`src/rtl/scc_pkg.sv`:
```
// Package for the strongly connected components block: sizes, codes, states.
`default_nettype none
package scc_pkg;
  localparam int MAX_VERTICES = 1024;
  localparam int MAX_EDGES    = 4096;
  localparam int VW = $clog2(MAX_VERTICES);
  localparam int EW = $clog2(MAX_EDGES);
  localparam int VCW = VW + 1;
  localparam int ECW = EW + 1;
  localparam int FW  = VW + ECW;

  localparam logic [1:0] CMD_CLEAR   = 2'd0;
  localparam logic [1:0] CMD_ADD     = 2'd1;
  localparam logic [1:0] CMD_COMPUTE = 2'd2;
  localparam logic [1:0] CMD_READ    = 2'd3;

  localparam logic [1:0] ST_OK     = 2'd0;
  localparam logic [1:0] ST_REJECT = 2'd1;
  localparam logic [1:0] ST_EMPTY  = 2'd2;

  typedef enum logic [4:0] {
    S_IDLE, S_CLR, S_OUTER, S_OUTER_RD, S_OUTER_CHK, S_PUSH,
    S_TOP, S_TOP_WAIT, S_EDGE, S_EDGE_WAIT, S_EDGE_CHK, S_VIS_WAIT, S_VIS_CHK,
    S_POP, S_P2_START, S_P2_RD, S_P2_WAIT, S_P2_VIS, S_P2_VCHK, S_MARK_RD,
    S_MARK_WAIT, S_MARK_WR, S_READ_WAIT, S_RESP
  } state_t;

  typedef struct packed {
    logic clr_init; logic clr_step; logic outer_init; logic outer_inc;
    logic cand_load; logic push_cand; logic top_rd; logic top_load;
    logic edge_rd; logic edge_take; logic edge_inc; logic vis_rd;
    logic descend; logic pop; logic p2_init; logic p2_dec; logic fin_rd;
    logic mark_rd; logic mark_wr; logic rd_buf; logic resp_load; logic set_pass2;
  } cmd_t;

  typedef struct packed {
    logic clr_done; logic outer_done; logic cand_visited; logic stack_empty;
    logic edge_done; logic edge_match; logic vis_bit; logic p2_done;
    logic cand_bad; logic rlen_zero;
  } stat_t;
endpackage
`default_nettype wire

```
`src/rtl/scc_ctrl.sv`:
```
// Controller state machine for the component search.
`default_nettype none
module scc_ctrl import scc_pkg::*; (
  input  wire logic       clk,
  input  wire logic       rst_n,
  input  wire logic       go,
  input  wire logic [1:0] go_cmd,
  input  wire logic       out_ready,
  input  wire stat_t      st,
  output logic            busy,
  output logic            out_valid,
  output cmd_t            cm
);
  state_t state_r, state_nxt;

  always_ff @(posedge clk) begin
    if (!rst_n) state_r <= S_CLR;
    else state_r <= state_nxt;
  end

  always_comb begin
    state_nxt = state_r;
    case (state_r)
      S_CLR:       if (st.clr_done) state_nxt = S_IDLE;
      S_IDLE:
        if (go) begin
          case (go_cmd)
            CMD_COMPUTE: state_nxt = S_OUTER;
            CMD_READ:    state_nxt = S_READ_WAIT;
            default:     state_nxt = S_RESP;
          endcase
        end
      // hold until the mark sweep has finished
      S_OUTER:     if (st.clr_done) state_nxt = S_OUTER_RD;
      S_OUTER_RD:  state_nxt = S_OUTER_CHK;
      S_OUTER_CHK:
        if (st.outer_done) state_nxt = S_P2_START;
        else if (st.vis_bit) state_nxt = S_OUTER;
        else state_nxt = S_PUSH;
      S_PUSH:      state_nxt = S_TOP;
      S_TOP:       state_nxt = S_TOP_WAIT;
      S_TOP_WAIT:  state_nxt = S_EDGE;
      S_EDGE:      state_nxt = st.edge_done ? S_POP : S_EDGE_WAIT;
      S_EDGE_WAIT: state_nxt = S_EDGE_CHK;
      S_EDGE_CHK:  state_nxt = st.edge_match ? S_VIS_WAIT : S_EDGE;
      S_VIS_WAIT:  state_nxt = S_VIS_CHK;
      S_VIS_CHK:   state_nxt = st.vis_bit ? S_EDGE : S_PUSH;
      S_POP:
        if (!st.stack_empty) state_nxt = S_TOP;
        else if (st.cand_bad) state_nxt = S_MARK_RD;
        else state_nxt = S_OUTER;
      S_P2_START:  state_nxt = S_P2_RD;
      S_P2_RD:
        if (st.clr_done) state_nxt = st.p2_done ? S_RESP : S_P2_WAIT;
      S_P2_WAIT:   state_nxt = S_P2_VIS;
      S_P2_VIS:    state_nxt = st.cand_bad ? S_P2_RD : S_P2_VCHK;
      S_P2_VCHK:   state_nxt = st.vis_bit ? S_P2_RD : S_PUSH;
      S_MARK_RD:   state_nxt = st.rlen_zero ? S_P2_RD : S_MARK_WAIT;
      S_MARK_WAIT: state_nxt = S_MARK_WR;
      S_MARK_WR:   state_nxt = S_P2_RD;
      S_READ_WAIT: state_nxt = S_RESP;
      S_RESP:      if (out_ready) state_nxt = S_IDLE;
      default:     state_nxt = S_IDLE;
    endcase
  end

  always_comb begin
    cm = '0;
    busy = (state_r != S_IDLE);
    out_valid = (state_r == S_RESP);
    case (state_r)
      S_CLR:  cm.clr_step = 1'b1;
      S_IDLE:
        if (go) begin
          cm.resp_load = 1'b1;
          if (go_cmd == CMD_COMPUTE) begin
            cm.outer_init = 1'b1; cm.clr_init = 1'b1;
          end
          if (go_cmd == CMD_READ) cm.rd_buf = 1'b1;
        end
      S_OUTER:     begin cm.clr_step = 1'b1; cm.cand_load = 1'b1; end
      S_OUTER_RD:  cm.clr_step = 1'b1;
      S_OUTER_CHK: begin
        cm.clr_step = 1'b1;
        if (!st.outer_done) begin
          if (st.vis_bit) cm.outer_inc = 1'b1;
          else cm.push_cand = 1'b1;
        end
      end
      S_PUSH:      cm.descend = 1'b1;
      S_TOP:       cm.top_rd = 1'b1;
      S_TOP_WAIT:  cm.top_load = 1'b1;
      S_EDGE:      cm.edge_rd = 1'b1;
      S_EDGE_CHK:  if (st.edge_match) cm.vis_rd = 1'b1; else cm.edge_inc = 1'b1;
      S_VIS_WAIT:  cm.vis_rd = 1'b1;
      S_VIS_CHK:   if (st.vis_bit) cm.edge_inc = 1'b1; else cm.edge_take = 1'b1;
      S_POP:       begin
        cm.pop = 1'b1;
        if (st.stack_empty && !st.cand_bad) cm.outer_inc = 1'b1;
      end
      S_P2_START:  begin cm.p2_init = 1'b1; cm.set_pass2 = 1'b1; end
      S_P2_RD:
        if (st.clr_done && !st.p2_done) begin cm.fin_rd = 1'b1; cm.p2_dec = 1'b1; end
      S_P2_WAIT:   cm.cand_load = 1'b1;
      S_P2_VCHK:   if (!st.vis_bit) cm.push_cand = 1'b1;
      S_MARK_RD:   cm.mark_rd = 1'b1;
      S_MARK_WAIT: cm.mark_rd = 1'b1;
      S_MARK_WR:   cm.mark_wr = 1'b1;
      default: ;
    endcase
  end
endmodule
`default_nettype wire

```
`config.mk`:
```
export PLATFORM = sky130hd
export DESIGN_NAME = scc_ctrl
export DESIGN_NICKNAME = d
export VERILOG_FILES = /design/src/rtl/scc_pkg.sv /design/src/rtl/scc_ctrl.sv
export SDC_FILE = /design/constraint.sdc
export NUM_CORES = 1
export LEC_CHECK = 0
export BUFFER_PORTS_ARGS = -buffer_cell sky130_fd_sc_hd__buf_4
export CORE_MARGIN = 2
export CORE_UTILIZATION = 35
export DETAILED_ROUTE_END_ITERATION = 8
export PLACE_DENSITY = 0.68
export SLEW_MARGIN = 20
export SYNTH_ARGS = -nofsm -noshare
export SYNTH_HDL_FRONTEND = slang
export SYNTH_SLANG_ARGS = --single-unit
```
`constraint.sdc`:
```
create_clock -name clk -period 2.3 [get_ports clk]
set_input_delay 0.115 -clock clk [delete_from_list [all_inputs] [get_ports clk]]
set_output_delay 0.115 -clock clk [all_outputs]
set_load 0.03 [all_outputs]
```
After elaboration in Yosys (flattened, before gate mapping)
Index checks and enable logic that the tools add are counted.
{"block": "word_totals", "regBits": 5, "inputBits": 16}
{"block": "classes", "eq_ne": 30, "n_mux": 48, "n_reduce_logical": 11}
{"operator": "5-bit one-hot mux with 23 select lines", "count": 1}
{"operator": "5-bit 2-to-1 mux", "count": 9}
{"operator": "5-bit by 4-bit == test with 1-bit output (second input constant)", "count": 8}
{"operator": "5-bit == test (second input constant)", "count": 8}
{"operator": "1-bit 2-to-1 mux", "count": 22}
{"operator": "5-bit by 3-bit == test with 1-bit output (second input constant)", "count": 4}
{"operator": "4-bit 2-to-1 mux", "count": 3}
{"operator": "5-bit by 2-bit == test with 1-bit output (second input constant)", "count": 2}
{"operator": "2-bit 2-to-1 mux", "count": 5}
{"operator": "2-bit inequality test (second input constant)", "count": 5}
{"operator": "5-bit one-hot mux with 2 select lines", "count": 1}
{"operator": "3-bit 2-to-1 mux", "count": 3}
{"operator": "1-bit one-hot mux with 2 select lines", "count": 4}
{"operator": "2-bit OR reduction", "count": 3}
{"operator": "5-bit by 1-bit == test with 1-bit output (second input constant)", "count": 1}
{"operator": "5-bit zero test", "count": 1}
{"operator": "5-bit AND reduction", "count": 1}
{"operator": "5-bit nonzero test", "count": 1}
{"operator": "2-bit == test (second input constant)", "count": 2}
{"operator": "4-bit OR reduction", "count": 1}
{"operator": "1-bit logical AND", "count": 2}
{"operator": "1-bit zero test", "count": 2}

Longest topological paths before layout
Gate-level depths: netlist of run 1.
{"block": "depth", "depth_word": 4, "depth_mapped": 8, "ltp_nobuf": 5}

Worst setup path after synthesis of run 1
Ideal clock, no wire load.
{"block": "synth_path", "path_kind": "reg-to-output", "from": "register state_r[2]", "to": "output port cm[6] in the netlist's numbering", "arrival_time_ps": 2177, "required_ps": 2185, "path_slack_ps": 8, "stages_incl_launch_ff": 5, "n_path_buf": 2, "cell_sequence": "dfxtp_1 clkbuf_1 nand3b_1 nor4_1 buf_4"}
{"element": "from (decl)", "line_no": "scc_ctrl.sv:14", "source": "state_t state_r, state_nxt;"}
{"element": "from (signal assigned)", "line_no": "scc_ctrl.sv:18", "source": "else state_r <= state_nxt;"}
{"element": "to (decl)", "line_no": "scc_ctrl.sv:12", "source": "output cmd_t cm"}

Worst setup path after layout of run 1
{"block": "layout_path", "from": "register state_r[4]", "to": "register state_r[4]"}
{"block": "layout_via", "elab_chain_len": 3, "word_cells_on_any_way": 32, "cone_classes": "eq/ne (28); mux (1); reduce/logical (3)"}
{"element": "5-bit == test, or another cell as far along", "line_no": "scc_ctrl.sv:23", "source": "case (state_r)"}
{"element": "2-bit OR reduction (no line) / 2-bit inequality test (equally long branches)"}
{"element": "5-bit one-hot mux with 23 select lines / 5-bit AND reduction (equally long branches)"}
Parallel ways exist; a longest one is shown, timed or not.
A chain may end at the register's enable or synchronous reset.

==> out/results.tsv, run 1 <==
metric	value	unit
run status	completed	
remaining antenna violation count after routing	0	
drt pass-1 iters	4	
Tmin final	2.08	ns
number of synthesized flops with an enable pin	0	
min-delay worst type	in2reg	
Max-Cap Viols	0	
WL/cell	15.2	microns
#FFs+latches synth	5	
Comb pwr share	79.8	%
biggest regs	state_r: 5 flops	
synthesized instance count	160	
detailed-route DRC error count	0	
Mean Syn Cell Area	6.40	sq um
Synth cell types	52	
RSZ-0062 raised after global routing	no	
# IOs	40	
Worst Skew	0.00508	ns
Sequential Power Share	13.2	%
Setup crit end kind	flop	
total wire length	3410	microns
fin. max-slew vios	0	
Seq/Total Area, Yosys	9.78	%
part of the power in the clock network	7.0	%
setup violators final	0	
DR vias	1343	
grt total ovfl	0	
crit share post-route	90.6	%
Critical Path RT	2.48	ns
CTS tree	built	
Buf+Inv Stages, Crit Path	0	
# fillers	301	
Root Driver	clkbuf_4	
DIE HEIGHT	58.1	microns
Final Hold Fails	0	
initial antenna violation count	0	
fmax	480	MHz
nets	211	
layout cells sized above 1	32.5	%
P_leak	0.584	nW
CP max FO	14	
first-pass GRT wire length	5380	microns
routability congestion estimate	0.992	
Switching Fraction	53.7	%
Final Power	1.52	mW
Initial Util	37.1	%
Final TNS setup	0	ns
family with the most delay on the worst path	simple AND/OR/NAND/NOR gates	
internal power	702	uW
pin count of the biggest net entering global routing	15	
measured slew at the worst slew-check pin	0.416	ns
post-synthesis async set-or-reset flop share	0	%
core area	2760	sq um
Net Switching	814	uW
peak supply drop	0.000856	V
Slowest Stage Delay on Critical Path	0.57	ns
hold buffer count at cts	0	
most frequent cell after synthesis	nor2_1	
Yosys warnings	0	
Synth area leader	dfxtp_1	
Rel. slew slack	71.6	%
DR iter-0 viols	81	
Mapped Nets	176	
I/O Buffers	38	
vias per inst	5.97	
post-DP HPWL	2660	microns
setup bufs post-CTS	0	
Max clock buf depth	2	
Clk Latency, worst-skew pair	0.25	ns
die width	58.1	microns
full die area	3370	sq um
Largest Register	state_r	
critical path's slowest cell	dfxtp_1	
Num Clock Sinks	5	
WP data arrival	2.27	ns
max reg flops	5	
Area Overhead vs Synth	31.3	%
critical path type	reg2reg	
vias in the first global route	1179	
Area contributors post-synth	dfxtp_1, nor3_1, nor2_1	
row count	19	
Critical Path, Cell by Cell	or3_1 > nor3_1 > or4_4 > or3b_4 > o21ai_2	
Cell Area, Synth	1020	sq um
ys flop type	dfxtp_1	
antenna cells	0	
synth cell count leaders	nor2_1, nor3_1, nand2_1	
Pwr per Cell Area	1130	nW/um^2
TritonCTS buffer count	3	
CTS clk-pin slew, worst paths	0.04	ns
PostCTS Resize Cnt	0	
global-route usage over all layers	20.6	%
Setup crit start kind	flop	
top cell type's share of synthesized area	9.78	%
htree depth	1	
## stage by stage
step	setup WS, ns	instance area (sq um)	instances	utilization [%]	hold slack (ns)
floorplan	0.00762	1020	160	-	0.228
global placement	0.292	1320	221	47.8	0.345
detailed placement	0.261	1320	221	47.8	0.349
CTS	0.253	1340	225	48.7	0.0913
global route	0.125	1340	225	48.7	0.108
finish	0.217	1340	225	48.7	0.0980
## kinds of logic after synthesis
group | synth area share, %
DFF | 9.78
buffers and inverters | 12.8
and+or+nand+nor | 50.0
muxes | 1.10
xor gates and xnor gates | 1.71
AOI/OAI and AO/OA | 24.6
## area by class of cell
class	count	area, sq um	area share (%)
clock buffer	4	26.3	1.96
inverter	7	26.3	1.96
multi-input combinational	130	792	58.9
sequential	5	100	7.45
tap	31	38.8	2.89
timing repair buffer	48	360	26.8
## cell usage in the layout, fill, tap and decap left out, types with 4 or more instances in the layout
master	netlist	layout
buf_4	5	48
nor2_1	20	20
nor3_1	16	16
nand2_1	15	15
nand2b_1	7	7
a21oi_1	7	7
inv_1	6	6
nand3_1	6	6
o21ai_0	6	6
dfxtp_1	5	5
and3_1	4	4
## worst reg2reg max path, cell delays in order (launching register included)
cell	delay, ns
dfxtp_1	0.57
or3_1	0.28
nor3_1	0.07
or4_4	0.54
or3b_4	0.42
o21ai_2	0.13
## routing by layer
| layer | up-vias | global-route usage [%] | routed length [microns] |
|---|---|---|---|
| li1 | 650 | - | - |
| met2 | 73 | 34.7 | 1600 |
| met4 | 0 | 7.31 | 66 |
| met5 | - | 0 | 0 |
| met1 | 614 | 26.5 | 1440 |
| met3 | 6 | 3.35 | 310 |
## power groups by stage
stage               combinational, mW  clock, mW  sequential [mW]
detailed placement               1.20          0            0.197
floorplan                       0.937          0            0.141
global placement                 1.19          0            0.196
finish                           1.21      0.106            0.200
global route                     1.31      0.116            0.208
CTS                              1.20      0.109            0.196
## final timing paths
| check | start | end | slack [ns] | cells past startpoint |
|---|---|---|---|---|
| worst max register to register | state_r[4]$_SDFFE_PN0P_ | state_r[4]$_SDFFE_PN0P_ | 0.22 | 5 |
| worst min register to register | state_r[1]$_SDFFE_PN0P_ | state_r[1]$_SDFFE_PN0P_ | 0.74 | 3 |
| worst max-delay path | state_r[4]$_SDFFE_PN0P_ | state_r[4]$_SDFFE_PN0P_ | 0.22 | 5 |
| worst min-delay path | rst_n | state_r[4]$_SDFFE_PN0P_ | 0.1 | 3 |
(Power assumes the default switching activity.)
==> run 2: changes to the inputs <==
- PLACE_DENSITY: 0.68 -> 0.7
- clock period: 2.3 -> 1.88 ns (I/O delays scaled with it)
==> out/results.tsv, run 2 (synthesized netlist as in run 1, its figures left out) <==
metric	value	unit
run status	completed	
Top cell by count, worst path	buf_4	
Placed Cells incl. Taps	237	
DR vias	1391	
vias per inst	5.63	
Worst Skew	0.00486	ns
fin cells	247	
crit share post-route	98.7	%
Clk Latency, worst-skew pair	0.24	ns
row count	19	
Setup crit start kind	flop	
TritonCTS buffer count	3	
antenna cells	0	
most frequent cells in the layout	buf_4, nor2_1, nand2_1, nor3_1	
setup violators final	0	
Critical Path RT	1.79	ns
DIE HEIGHT	58.1	microns
measured slew at the worst slew-check pin	0.373	ns
first-pass GRT wire length	5510	microns
vias in the first global route	1229	
Largest Register	state_r	
detailed-route DRC error count	0	
initial antenna violation count	0	
min-delay worst type	in2reg	
Slowest Stage Delay on Critical Path	0.41	ns
CP max FO	7	
remaining antenna violation count after routing	0	
Max clock buf depth	2	
die width	58.1	microns
routability congestion estimate	0.984	
peak supply drop	0.00114	V
max reg flops	5	
full die area	3370	sq um
Tmin final	1.86	ns
Num Clock Sinks	5	
htree depth	1	
Rel. slew slack	74.5	%
biggest regs	state_r: 5 flops	
critical path's slowest cell	or3_4	
Max-Cap Viols	0	
nets	233	
P_leak	0.727	nW
pin count of the biggest net entering global routing	15	
CTS clk-pin slew, worst paths	0.04	ns
Critical Path, Cell by Cell	or3_4 > buf_4 > nor2_1 > nand2_1 > inv_1 > and3_1 > buf_4	
placed cell area	1450	sq um
Initial Util	37.1	%
Final TNS setup	0	ns
WL/cell	14.4	microns
DR iter-0 viols	62	
CTS tree	built	
core area	2760	sq um
grt total ovfl	0	
# IOs	40	
Pwr per Cell Area	1390	nW/um^2
Setup crit end kind	output pin	
layout cells sized above 1	46.3	%
total wire length	3570	microns
most common cell after layout, fill and taps aside	buf_4	
Area Overhead vs Synth	58.4	%
post-DP HPWL	2770	microns
fmax	539	MHz
fin. max-slew vios	0	
Root Driver	clkbuf_4	
global-route usage over all layers	20.3	%
post-route cell area	1620	sq um
RSZ-0062 raised after global routing	yes	
I/O Buffers	38	
WP data arrival	1.76	ns
Final Hold Fails	0	
critical path type	reg2out	
drt pass-1 iters	4	
run 2: cell count changes in the layout (fill, tap and decap cells not counted), sizes merged:
| cell | before | now |
|---|---|---|
| buf | 48 | 70 |
run 2: layout make-up:
type                    count  area (sq um)
inverters                   7          26.3
well taps                  31          38.8
repair buffers             70           559
multi-input cells         130           857
flip-flops and latches      5           114
fillers                   261          1140
clock buffers               4          26.3
run 2: worst paths after layout:
check	from	end	slack, ns	cells after the start
hold / removal	rst_n	state_r[4]$_SDFFE_PN0P_	0.11	3
setup reg to reg	state_r[3]$_SDFFE_PN0P_	state_r[0]$_SDFFE_PN1P_	0.04	7
setup / recovery	state_r[4]$_SDFFE_PN0P_	cm[2]	0.02	7
hold reg to reg	state_r[1]$_SDFFE_PN0P_	state_r[1]$_SDFFE_PN0P_	0.68	3
run 2: worst max-delay path, delay by kind of cell, from the launching register on:
kind | cells | cell delay [ns]
and+or+nand+nor | 4 | 0.78
buffers and inverters | 3 | 0.38
DFF | 1 | 0.36
run 2: power breakdown:
| part | internal (mW) | total [mW] | switching (mW) |
|---|---|---|---|
| Combinational | 0.917 | 1.89 | 0.974 |
| Sequential | 0.160 | 0.238 | 0.0776 |
| Clock | 0.0802 | 0.123 | 0.0429 |
run 2: repair_timing:
action	CTS	global route
resized for setup	6	21
setup endpoints to repair	6	11
hold buffers	0	0
setup buffers	0	6
pin swaps	0	7
cloned	0	0
run 2: metrics by stage:
stage,utilization (%),worst slack [ns],hold slack (ns),power [mW]
after global routing,58.8,-0.0696,0.109,2.39
final,58.8,0.0245,0.106,2.25
after CTS,54.4,0.00172,0.101,2.05
after floorplan,-,-0.0187,0.207,1.33
after detailed placement,52.7,-0.00298,0.348,1.88
after global placement,52.7,0.0181,0.324,1.85
run 2: per-layer routing:
metal,track usage [%],share of wire (%)
met2,32.8,46
met3,2.90,8.1
met5,0,0
met4,6.64,2.0
met1,27.7,43
